File: src/design/lrc_pkg.sv
// shared types and constants of the chunk position cache
package lrc_pkg;

  localparam int unsigned CAPACITY = 16;
  localparam int unsigned IDX_W    = $clog2(CAPACITY);
  localparam int unsigned CNT_W    = $clog2(CAPACITY + 1);
  localparam int unsigned STAMP_W  = 32;

  typedef enum logic [1:0] {
    FUNC_TOUCH    = 2'd0,
    FUNC_MARK     = 2'd1,
    FUNC_FRAME    = 2'd2,
    FUNC_MARK_ALL = 2'd3
  } func_e;

  typedef struct packed {
    func_e              func;
    logic signed [15:0] grid_x;
    logic signed [15:0] grid_y;
  } in_t;

  typedef struct packed {
    logic               hit;
    logic [3:0]         slot;
    logic               evicted;
    logic signed [15:0] evicted_x;
    logic signed [15:0] evicted_y;
    logic               redraw;
    logic [4:0]         occupancy;
  } out_t;

  typedef struct packed {
    logic [15:0]        col;
    logic [15:0]        row;
    logic [STAMP_W-1:0] stamp;
  } entry_t;

  localparam int unsigned ENTRY_W = $bits(entry_t);

  typedef struct packed {
    logic             en;
    logic [IDX_W-1:0] addr;
    entry_t           data;
  } ent_wr_t;

  typedef struct packed {
    logic             en;
    logic [IDX_W-1:0] addr;
    logic             data;
  } drt_wr_t;

endpackage

File: src/design/lru_tile_chunk_cache_unit.sv
// chunk position cache: least recently used, fully associative, 16 entries
//
// Input channel in_valid_i / in_stall_o / in_i carries one operation per beat:
// touch, mark dirty, end frame or mark all dirty. Output channel
// out_valid_o / out_stall_i / out_o returns exactly one result beat for each
// input beat, in order.
// Operations run one at a time. Entries sit in a synchronous memory read one
// per cycle, so a lookup scans the cached entries in slot order until it hits
// or has read them all; a miss on a full cache then needs two writes (victim
// move and append), and mark all dirty writes the dirty flag of each cached
// entry in turn.
// The output register decouples the two channels: a new operation may start
// while the previous result still waits for the receiver; a stalled result
// holds and the next one waits in the sequencer until the register frees.
// Reset empties the cache and zeroes the frame counter; memory contents are
// not cleared and are never read before being written.
module lru_tile_chunk_cache_unit import lrc_pkg::*; (
  input  logic clk_i,
  input  logic rst_ni,
  input  logic in_valid_i,
  output logic in_stall_o,
  input  in_t  in_i,
  output logic out_valid_o,
  input  logic out_stall_i,
  output out_t out_o
);

  logic             res_valid;
  logic             res_stall;
  out_t             res;
  logic [IDX_W-1:0] rd_addr;
  entry_t           ent_rdata;
  logic             drt_rdata;
  ent_wr_t          ent_wr;
  drt_wr_t          drt_wr;
  logic             out_valid_q;
  out_t             out_q;

  lrc_ctrl u_ctrl (
    .clk_i       (clk_i),
    .rst_ni      (rst_ni),
    .in_valid_i  (in_valid_i),
    .in_i        (in_i),
    .in_stall_o  (in_stall_o),
    .res_valid_o (res_valid),
    .res_o       (res),
    .res_stall_i (res_stall),
    .rd_addr_o   (rd_addr),
    .ent_rdata_i (ent_rdata),
    .drt_rdata_i (drt_rdata),
    .ent_wr_o    (ent_wr),
    .drt_wr_o    (drt_wr)
  );

  lrc_ram #(
    .Width (ENTRY_W),
    .Depth (CAPACITY)
  ) u_ent_ram (
    .clk_i   (clk_i),
    .we_i    (ent_wr.en),
    .waddr_i (ent_wr.addr),
    .wdata_i (ent_wr.data),
    .raddr_i (rd_addr),
    .rdata_o (ent_rdata)
  );

  lrc_ram #(
    .Width (1),
    .Depth (CAPACITY)
  ) u_drt_ram (
    .clk_i   (clk_i),
    .we_i    (drt_wr.en),
    .waddr_i (drt_wr.addr),
    .wdata_i (drt_wr.data),
    .raddr_i (rd_addr),
    .rdata_o (drt_rdata)
  );

  // result waits in the sequencer while the output register is held
  assign res_stall = out_valid_q && out_stall_i;

  always_ff @(posedge clk_i or negedge rst_ni) begin
    if (!rst_ni) begin
      out_valid_q <= 1'b0;
    end else if (res_valid && !res_stall) begin
      out_valid_q <= 1'b1;
    end else if (!out_stall_i) begin
      out_valid_q <= 1'b0;
    end
  end

  always_ff @(posedge clk_i) begin
    if (res_valid && !res_stall) begin
      out_q <= res;
    end
  end

  assign out_valid_o = out_valid_q;
  assign out_o       = out_q;

endmodule

File: src/design/lrc_ram.sv
// simple dual port ram, one write and one registered read per cycle
module lrc_ram #(
  parameter int unsigned Width = 8,
  parameter int unsigned Depth = 16
) (
  input  logic                     clk_i,
  input  logic                     we_i,
  input  logic [$clog2(Depth)-1:0] waddr_i,
  input  logic [Width-1:0]         wdata_i,
  input  logic [$clog2(Depth)-1:0] raddr_i,
  output logic [Width-1:0]         rdata_o
);

  logic [Width-1:0] mem_q [Depth];
  logic [Width-1:0] rdata_q;

  always_ff @(posedge clk_i) begin
    if (we_i) begin
      mem_q[waddr_i] <= wdata_i;
    end
  end

  always_ff @(posedge clk_i) begin
    rdata_q <= mem_q[raddr_i];
  end

  assign rdata_o = rdata_q;

endmodule

File: src/design/lrc_ctrl.sv
// sequencer: lookup scan, least recent search, read-modify-write of entries
module lrc_ctrl import lrc_pkg::*; (
  input  logic             clk_i,
  input  logic             rst_ni,
  input  logic             in_valid_i,
  input  in_t              in_i,
  output logic             in_stall_o,
  output logic             res_valid_o,
  output out_t             res_o,
  input  logic             res_stall_i,
  output logic [IDX_W-1:0] rd_addr_o,
  input  entry_t           ent_rdata_i,
  input  logic             drt_rdata_i,
  output ent_wr_t          ent_wr_o,
  output drt_wr_t          drt_wr_o
);

  typedef enum logic [5:0] {
    ST_IDLE   = 6'b000001,
    ST_SCAN   = 6'b000010,
    ST_DECIDE = 6'b000100,
    ST_APPEND = 6'b001000,
    ST_SWEEP  = 6'b010000,
    ST_DONE   = 6'b100000
  } state_e;

  state_e             state_q, state_d;
  func_e              func_q, func_d;
  logic [15:0]        x_q, x_d;
  logic [15:0]        y_q, y_d;
  logic [CNT_W-1:0]   total_q, total_d;
  logic [STAMP_W-1:0] frame_q, frame_d;
  logic [CNT_W-1:0]   rd_cnt_q, rd_cnt_d;
  logic               pend_q, pend_d;
  logic [IDX_W-1:0]   pend_idx_q, pend_idx_d;
  logic               found_q, found_d;
  logic [IDX_W-1:0]   hit_idx_q, hit_idx_d;
  logic               hit_dirty_q, hit_dirty_d;
  entry_t             min_ent_q, min_ent_d;
  logic [IDX_W-1:0]   min_idx_q, min_idx_d;
  entry_t             last_ent_q, last_ent_d;
  logic               last_dirty_q, last_dirty_d;
  out_t               res_q, res_d;
  logic [CNT_W-1:0]   last_idx;
  logic               match;
  entry_t             new_ent;

  assign last_idx = total_q - CNT_W'(1);
  assign match    = pend_q && (ent_rdata_i.col == x_q) && (ent_rdata_i.row == y_q);
  assign new_ent  = '{col: x_q, row: y_q, stamp: frame_q};

  always_comb begin
    state_d      = state_q;
    func_d       = func_q;
    x_d          = x_q;
    y_d          = y_q;
    total_d      = total_q;
    frame_d      = frame_q;
    rd_cnt_d     = rd_cnt_q;
    pend_d       = pend_q;
    pend_idx_d   = pend_idx_q;
    found_d      = found_q;
    hit_idx_d    = hit_idx_q;
    hit_dirty_d  = hit_dirty_q;
    min_ent_d    = min_ent_q;
    min_idx_d    = min_idx_q;
    last_ent_d   = last_ent_q;
    last_dirty_d = last_dirty_q;
    res_d        = res_q;
    ent_wr_o     = '0;
    drt_wr_o     = '0;
    rd_addr_o    = rd_cnt_q[IDX_W-1:0];

    case (state_q)
      ST_IDLE: begin
        if (in_valid_i) begin
          func_d   = in_i.func;
          x_d      = in_i.grid_x;
          y_d      = in_i.grid_y;
          res_d    = '0;
          rd_cnt_d = '0;
          pend_d   = 1'b0;
          found_d  = 1'b0;
          case (in_i.func)
            FUNC_TOUCH, FUNC_MARK: begin
              state_d = (total_q == '0) ? ST_DECIDE : ST_SCAN;
            end
            FUNC_FRAME: begin
              frame_d = frame_q + STAMP_W'(1);
              state_d = ST_DONE;
            end
            FUNC_MARK_ALL: begin
              state_d = (total_q == '0) ? ST_DONE : ST_SWEEP;
            end
            default: begin
              state_d = ST_DONE;
            end
          endcase
        end
      end

      ST_SCAN: begin
        // issue one read per cycle, compare the entry read the cycle before
        if (rd_cnt_q != total_q) begin
          rd_cnt_d   = rd_cnt_q + CNT_W'(1);
          pend_d     = 1'b1;
          pend_idx_d = rd_cnt_q[IDX_W-1:0];
        end else begin
          pend_d = 1'b0;
        end
        if (pend_q) begin
          // first lowest stamp wins ties
          if (pend_idx_q == '0 || ent_rdata_i.stamp < min_ent_q.stamp) begin
            min_ent_d = ent_rdata_i;
            min_idx_d = pend_idx_q;
          end
          last_ent_d   = ent_rdata_i;
          last_dirty_d = drt_rdata_i;
          if (match) begin
            found_d     = 1'b1;
            hit_idx_d   = pend_idx_q;
            hit_dirty_d = drt_rdata_i;
            state_d     = ST_DECIDE;
          end else if (CNT_W'(pend_idx_q) == last_idx) begin
            state_d = ST_DECIDE;
          end
        end
      end

      ST_DECIDE: begin
        if (found_q) begin
          ent_wr_o     = '{en: 1'b1, addr: hit_idx_q, data: new_ent};
          drt_wr_o     = '{en: 1'b1, addr: hit_idx_q, data: (func_q == FUNC_MARK)};
          res_d.hit    = 1'b1;
          res_d.slot   = 4'(hit_idx_q);
          res_d.redraw = (func_q == FUNC_TOUCH) && hit_dirty_q;
          state_d      = ST_DONE;
        end else if (func_q == FUNC_MARK) begin
          state_d = ST_DONE;
        end else if (total_q != CNT_W'(CAPACITY)) begin
          ent_wr_o     = '{en: 1'b1, addr: total_q[IDX_W-1:0], data: new_ent};
          drt_wr_o     = '{en: 1'b1, addr: total_q[IDX_W-1:0], data: 1'b0};
          res_d.slot   = 4'(total_q);
          res_d.redraw = 1'b1;
          total_d      = total_q + CNT_W'(1);
          state_d      = ST_DONE;
        end else begin
          // full: last entry fills the victim slot, new entry goes last
          ent_wr_o        = '{en: 1'b1, addr: min_idx_q, data: last_ent_q};
          drt_wr_o        = '{en: 1'b1, addr: min_idx_q, data: last_dirty_q};
          res_d.evicted   = 1'b1;
          res_d.evicted_x = min_ent_q.col;
          res_d.evicted_y = min_ent_q.row;
          res_d.slot      = 4'(CAPACITY - 1);
          res_d.redraw    = 1'b1;
          state_d         = ST_APPEND;
        end
      end

      ST_APPEND: begin
        ent_wr_o = '{en: 1'b1, addr: IDX_W'(CAPACITY - 1), data: new_ent};
        drt_wr_o = '{en: 1'b1, addr: IDX_W'(CAPACITY - 1), data: 1'b0};
        state_d  = ST_DONE;
      end

      ST_SWEEP: begin
        drt_wr_o = '{en: 1'b1, addr: rd_cnt_q[IDX_W-1:0], data: 1'b1};
        rd_cnt_d = rd_cnt_q + CNT_W'(1);
        if (rd_cnt_q == last_idx) begin
          state_d = ST_DONE;
        end
      end

      ST_DONE: begin
        if (!res_stall_i) begin
          state_d = ST_IDLE;
        end
      end

      default: begin
        state_d = ST_IDLE;
      end
    endcase
  end

  always_ff @(posedge clk_i or negedge rst_ni) begin
    if (!rst_ni) begin
      state_q <= ST_IDLE;
      total_q <= '0;
      frame_q <= '0;
      pend_q  <= 1'b0;
      found_q <= 1'b0;
    end else begin
      state_q <= state_d;
      total_q <= total_d;
      frame_q <= frame_d;
      pend_q  <= pend_d;
      found_q <= found_d;
    end
  end

  always_ff @(posedge clk_i) begin
    func_q       <= func_d;
    x_q          <= x_d;
    y_q          <= y_d;
    rd_cnt_q     <= rd_cnt_d;
    pend_idx_q   <= pend_idx_d;
    hit_idx_q    <= hit_idx_d;
    hit_dirty_q  <= hit_dirty_d;
    min_ent_q    <= min_ent_d;
    min_idx_q    <= min_idx_d;
    last_ent_q   <= last_ent_d;
    last_dirty_q <= last_dirty_d;
    res_q        <= res_d;
  end

  assign in_stall_o  = (state_q != ST_IDLE);
  assign res_valid_o = (state_q == ST_DONE);

  always_comb begin
    res_o           = res_q;
    res_o.occupancy = 5'(total_q);
  end

endmodule

File: config.mk
export PLATFORM = sky130hd
export DESIGN_NAME = lru_tile_chunk_cache_unit
export DESIGN_NICKNAME = d
export VERILOG_FILES = /design/src/design/lrc_pkg.sv /design/src/design/lru_tile_chunk_cache_unit.sv /design/src/design/lrc_ram.sv /design/src/design/lrc_ctrl.sv
export SDC_FILE = /design/constraint.sdc
export NUM_CORES = 1
export LEC_CHECK = 0
export ABC_AREA = 1
export BUFFER_PORTS_ARGS = -buffer_cell sky130_fd_sc_hd__clkbuf_2
export CORE_ASPECT_RATIO = 0.7
export CORE_MARGIN = 3
export CORE_UTILIZATION = 55
export DETAILED_ROUTE_END_ITERATION = 16
export GPL_ROUTABILITY_DRIVEN = 1
export PLACE_DENSITY = 0.72
export SYNTH_ARGS = -nofsm -noshare
export SYNTH_HDL_FRONTEND = slang
export SYNTH_SLANG_ARGS = --single-unit
File: constraint.sdc
create_clock -name clk_i -period 29.4 [get_ports clk_i]
set_input_delay 2.94 -clock clk_i [delete_from_list [all_inputs] [get_ports clk_i]]
set_output_delay 2.94 -clock clk_i [all_outputs]
set_load 0.01 [all_outputs]
# [After elaboration in Yosys (flattened, before gate mapping)]
# Memory sizes are Yosys's and may differ from the RTL's. A register that Yosys moved wholly into a read port is not among the register bits.
# Index checks and enable logic that the tools add are counted.
# W data, S select, Z words.
[totals] reg_bits=310 latchBits=0 ram_bits=1040 rom_bits=0 input_bits=38 out_inout_bits=46 word_cells=147 n_memories=2
[op_classes] n_addsub=4 mul=0 div=0 magnitude_cmp=1 n_eq_ne=30 shifts=0 mux=45 bitwise=2 reduce_logical=29
[memory_table] memory="u_ent_ram.mem_q" depth=16 word_bits=64 read_ports=1 rd_clocked_by_memory_dff=1 write_ports=1 line_no="lrc_ram.sv:14" rtl="logic [Width-1:0] mem_q [Depth];"
[memory_table] memory="u_drt_ram.mem_q" depth=16 word_bits=1 read_ports=1 rd_clocked_by_memory_dff=1 write_ports=1 line_no="lrc_ram.sv:14"
[ops] cell="$mux W69" count=2
[ops] cell="$pmux W69 S2" count=1
[ops] cell="$pmux W39 S2" count=1
[ops] cell="$mux W6" count=12
[ops] cell="$mux W68" count=1
[ops] cell="$mux W33" count=2
[ops] cell="$mux W44" count=1
[ops] cell="$mux W38" count=1
[ops] cell="$pmux W6 S3" count=2
[ops] cell="$pmux W6 S6" count=1
[ops] cell="$add A32 B1 Y32 const B" count=1
[ops] cell="$eq A16 B16 Y1" count=2
[ops] cell="$lt A32 B32 Y1" count=1
[ops] cell="$reduce_and A3 Y1" count=6
[ops] cell="$mux W5" count=3
[ops] cell="$pmux W5 S3" count=1
[ops] cell="$mux W1" count=12
[ops] cell="$ne A2 B1 Y1 const B" count=6
[ops] cell="$add A5 B1 Y5 const B" count=2
[ops] cell="$ne A2 B2 Y1 const B" count=5
[ops] cell="$reduce_and A5 Y1" count=2
[ops] cell="$mux W4" count=2
[ops] cell="$reduce_and A2 Y1" count=4
[ops] cell="$reduce_and A4 Y1" count=2
[ops] cell="other kinds (28)" count=38

# [Longest topological paths before layout]
[logic_depth] word_depth=7 ltp_mapped=13 ltp_nobuf=13

# [Cells and area by module]
# A second synthesis with hierarchy kept.
[unflattened] hier_cells=5520 area_unflattened_um2=59677.2
[by_module_without_submodules] module="lrc_ram at u_ent_ram" instances=1 cells_per_inst=4210 area_each_um2=45285.9 seq_area_each_um2=32030.7
[by_module_without_submodules] module="lrc_ctrl" instances=1 cells_per_inst=1164 area_each_um2=12177.9 seq_area_each_um2=7733.7
[by_module_without_submodules] module="lru_tile_chunk_cache_unit" instances=1 cells_per_inst=50 area_each_um2=1366.3 seq_area_each_um2=1346.3
[by_module_without_submodules] module="lrc_ram at u_drt_ram" instances=1 cells_per_inst=96 area_each_um2=847.1 seq_area_each_um2=500.5

# [Worst setup path before layout]
# No wires, ideal clock.
[synth_timing] path_kind="register -> register" startpoint="register u_ctrl.state_q[3]" endpoint="register u_ctrl.min_ent_q[0] (netlist bit) (enable)" setup_time_ns=0.598 t_arrival_ns=8.785 t_required_ns=28.802 setup_slack_ns=20.017 stages_incl_launch_ff=5 path_buffers=0 path_cell_list="dfrtp_1 > nor2_2 > nand4_1 > nor2_1 > a21boi_0"
[synth_between] elab_chain_len=2
[synth_lines] element="start, declared" line_no="lrc_ctrl.sv:27" rtl="state_e state_q, state_d;"
[synth_lines] element="start signal, assigned" line_no="lrc_ctrl.sv:194" rtl="state_q <= state_d;"
[synth_lines] element="$eq A6 B2 Y1" line_no="lrc_ctrl.sv:74" rtl="case (state_q)"
[synth_lines] element="$reduce_and A3 Y1 (no line)"
[synth_lines] element="end signal, assigned" line_no="lrc_ctrl.sv:210" rtl="min_ent_q <= min_ent_d;"
[synth_lines] element="end, declared" line_no="lrc_ctrl.sv:39" rtl="entry_t min_ent_q, min_ent_d;"
# No other way between the ends.
# A chain may end at the register's enable or synchronous reset.

==> impl_summary.md <==
Run status
The run finished with clean final reports.

Global routing
The global-route track usage on met2 is 35.9%. The largest net degree at the start of global routing is 176. The met3 usage in global routing is 3.91%. In this run the most used layer during global routing was met1.

The final global-route overflow total is 0. Global routing consumed, over all layers together, 24.7% of the routing resources. The global routing usage on met1 is between 30% and 40%. The number of antenna violations at the first check in global routing is 1. The first global-routing pass estimated 195,000 um of wire. The number of global-route vias before repair is 31,000.

Logic synthesis
Synthesis inferred around 1,400 register bits. The mean instance size in the synthesized netlist is ~14 um2. The cell count after synthesis is 3,872. During synthesis, Yosys emitted a total of 0 warnings. The post-synthesis net count is 3,945. After synthesis the cells add up to 0.0553 mm2. The portion of the post-synthesis area used by sequential elements is 75.3%. The synthesized netlist contains 47 unique library cells.

STA
Setup repair after global routing left no endpoint under its margin. Summed over all failing endpoints, the final setup total negative slack is 0 ns. The number of endpoints with negative hold slack in the final report is 0. The final worst slack is 24.15 ns. The relative slew slack is 15.2%. The total setup violations reported at the end of the flow is 0. The number of slew-limit violations in the final report is 0. The post-layout minimum cycle time is 5.25 ns. The actual slew at the worst max-slew pin is ~1.3 ns. Hold is met by 0.419 ns. Derived from the worst setup path, the maximum achievable clock frequency is 190 MHz. In the finished design, the share of the clock period the worst path needs comes to 17.9%. For the final database, setup skew stands at 0.0221 ns.

Clocking
TritonCTS built the clock tree. The setup fix buffers added after clock tree synthesis is 0. The tree is rooted in a clkbuf_16. The total of hold buffers inserted after clock tree synthesis is 0. Gates resized during post-CTS repair numbered 0.

The H-tree level count is 3. In this run, CTS created clock tree buffers numbering 120. The clock sink count is about 1,400. Counting along the longest clock path gives a buffer depth of 3.

The clock reaches the later pin of the worst-skew pair after 0.74 ns. The clock-pin slew reported for the worst setup and hold paths after clock tree synthesis is 0.07 ns.

Pwr
The cell-internal power is 3720 uW. The switching power is 1750 uW. The power density over the cells is 89.1 mW/mm2. Per report_power, the combinational group accounts for 24.7% of the total. The design draws 5470 uW. The share of total power in the clock network is about 30%. The maximum vdd ir drop is 0.0000933 V. The total leakage power is ~0.021 uW.

Sequential cells account for 45.6% of the total power. Of the total power, the share spent switching nets is approximately a third.

Critical path
The worst setup path is launched from a flip-flop. The category of the worst setup path capture point is a flip-flop. The endpoint arrival time on the critical path is approximately 5.9 ns. The critical path class is reg -> reg. Along the worst path, the maximum fanout reaches 120.

Data on the critical path is required at its endpoint by 30.07 ns.

Routing
Dividing the detail-routed via count by the number of cells gives 6.05. Dividing the detail-routed wire length by the instance count gives 23.9 um. The DRC violation count after routing is 0. The sum of routed wire length over all layers is approximately 130,000 um. The routed layout has 32,700 vias.

The first-pass detailed-route iteration total is 7. The detail route stage leaves a number of antenna-violating nets equal to 0. After the first detailed-routing iteration, the DRC count stood at roughly 4,200.

Floorplanning
The floorplan core area is 0.0989 mm2. The top-level I/O count is 84. The die outline height is 271 um.

The width of the die is 385 um. The cell row count is 96. The die footprint is 0.104 mm2. The effective utilization at floorplan is about 56%.

Cells and area
0 antenna diodes ended up in the layout. Relative to the synthesized area, the layout overhead comes to 11.2%. The number of nets in the layout is 4,036. Summing all non-filler instances in the final layout gives an area of 0.0615 mm2. The share of post-route cells with drive strength above 1 is 10.7%.

Place
The post-detailed-placement half-perimeter wirelength is around 70,000 um. The minimum setup slack after placement is about 24 ns. Summing all placed instances gives a cell area of 0.0574 mm2. The placer congestion estimate is 0.909.

The number of buffer cells added on primary ports is just over 80.

Min path
The classification of the worst-slack hold path is reg -> reg.

Run
Across the run, the number of max-cap violations was 0.
power groups by stage:
stage	clock, uW	combinational (uW)	sequential (uW)
4_1_cts	1650	1340	2490
2_1_floorplan	0	955	2480
3_3_place_gp	0	1300	2530
5_1_grt	1730	1480	2510
6_report	1630	1350	2490
3_5_place_dp	0	1330	2530
cells by family (layout without fill, tap and decap cells):
family	count (synthesis)	count (layout)	share of synthesized area, %
simple gates	1022	1022	7.59
flops	1415	1415	75.3
compound gates	700	700	8.46
fa+ha+maj	35	35	0.792
buf+inv	433	631	3.15
xor+xnor	49	49	0.776
mux	218	218	3.95
Yosys cell counts (all sizes together):
cell type | count | area share (%)
edfxtp | 1304 | 71
nor2 | 490 | 3.4
nand2 | 360 | 2.5
o21ai | 353 | 3.3
inv | 218 | 1.5
mux2i | 218 | 3.9
o221ai | 218 | 3.5
clkbuf | 144 | 0.98
nand3 | 118 | 1.1
buf | 70 | 0.68
dfxtp | 65 | 2.4
dfrtp | 45 | 2.0
o211ai | 45 | 0.61
o32ai | 42 | 0.67
xor2 | 39 | 0.62
ha | 35 | 0.79
a21oi | 28 | 0.25
nor3 | 26 | 0.26
nand4 | 20 | 0.25
xnor2 | 10 | 0.16
a31oi | 3 | 0.034
nor4 | 3 | 0.034
o22ai | 3 | 0.034
or2 | 3 | 0.034
a211oi | 2 | 0.050
o21a | 2 | 0.027
a21boi | 1 | 0.014
a221o | 1 | 0.018
clkinv | 1 | 0.0068
dfstp | 1 | 0.048
nor3b | 1 | 0.014
o21bai | 1 | 0.014
o41ai | 1 | 0.016
or4 | 1 | 0.014
final cells by class:
| cell class | count | area [um2] |
|---|---|---|
| Sequential cell | 1415 | 41600 |
| Fill cell | 7039 | 37400 |
| Multi-Input combinational cell | 2024 | 12100 |
| Clock buffer | 160 | 3350 |
| Tap cell | 1323 | 1660 |
| Timing Repair Buffer | 183 | 1190 |
| Inverter | 219 | 837 |
| Clock inverter | 69 | 733 |
placed cells by master (no fill, tap or decap), drive strengths merged, types with 2 or more instances in the layout:
cell and n:
o32ai 42, nor4 3, or2 3, bufinv 13, o22ai 3, clkinv 48
edfxtp 1304, nor2 490, o211ai 45, a31oi 3, buf 100, nor3 26
inv 223, ha 35, xnor2 10, o21a 2, a211oi 2, o221ai 218
nand2 360, dfxtp 65, mux2i 218, dfrtp 45, clkinvlp 4, clkbuf 243
nand3 118, o21ai 353, nand4 20, xor2 39, a21oi 28
flip-flops by register name (all words and copies together) (netlist names):
register and flops:
u_ctrl.last_ent_q 64, u_ctrl.found_q 1, u_ctrl.x_q 16, u_ctrl.hit_dirty_q 1, u_ent_ram.rdata_o 64, u_ctrl.frame_q 32, u_ctrl.total_q 5, u_ctrl.state_q 6
u_ent_ram.mem_q 1024, u_drt_ram.mem_q 16, out_o 44, u_ctrl.rd_cnt_q 5, out_valid_o 1, u_ctrl.y_q 16, u_ctrl.last_dirty_q 1, u_drt_ram.rdata_o 1
u_ctrl.min_ent_q 64, u_ctrl.res_o 39, u_ctrl.func_q 2, u_ctrl.pend_idx_q 4, u_ctrl.pend_q 1, u_ctrl.hit_idx_q 4, u_ctrl.min_idx_q 4
per-layer routing:
| metal | routed length [um] | part of all wire [%] |
|---|---|---|
| met2 | 56600 | 44 |
| met3 | 12900 | 10 |
| met1 | 56600 | 44 |
| met5 | 0 | 0 |
| met4 | 2920 | 2.3 |
per-stage QoR:
stage	std cells	utilization, %
4_1_cts	5393	62.2
6_report	5393	62.2
3_3_place_gp	5164	58.0
5_1_grt	5393	62.2
3_5_place_dp	5164	58.0
2_1_floorplan	3872	-
final timing paths:
path,startpoint,depth (start not counted),slack [ns],end
min in group asynchronous,rst_ni,2,2.37,u_ctrl.state_q[3]
setup reg to reg,u_ctrl.rd_cnt_q[1],9,24.15,u_ent_ram.rdata_o[29]
hold reg to reg,u_ctrl.res_o[29],0,0.42,out_o[29]
hold / removal,u_ctrl.res_o[29],0,0.42,out_o[29]
setup / recovery,u_ctrl.rd_cnt_q[1],9,24.15,u_ent_ram.rdata_o[29]
max in group asynchronous,rst_ni,2,26.52,u_ctrl.frame_q[8]
critical path, cell delays in order, from the launching register on:
cell and delay (ns):
edfxtp_1 0.43, buf_4 0.91, buf_4 0.62, buf_4 0.68
buf_4 0.77, buf_4 0.76, o21ai_0 0.29, o221ai_1 0.30
nand3_1 0.11, nand2_1 0.09
No activity file was read; power rests on OpenSTA's default activity.
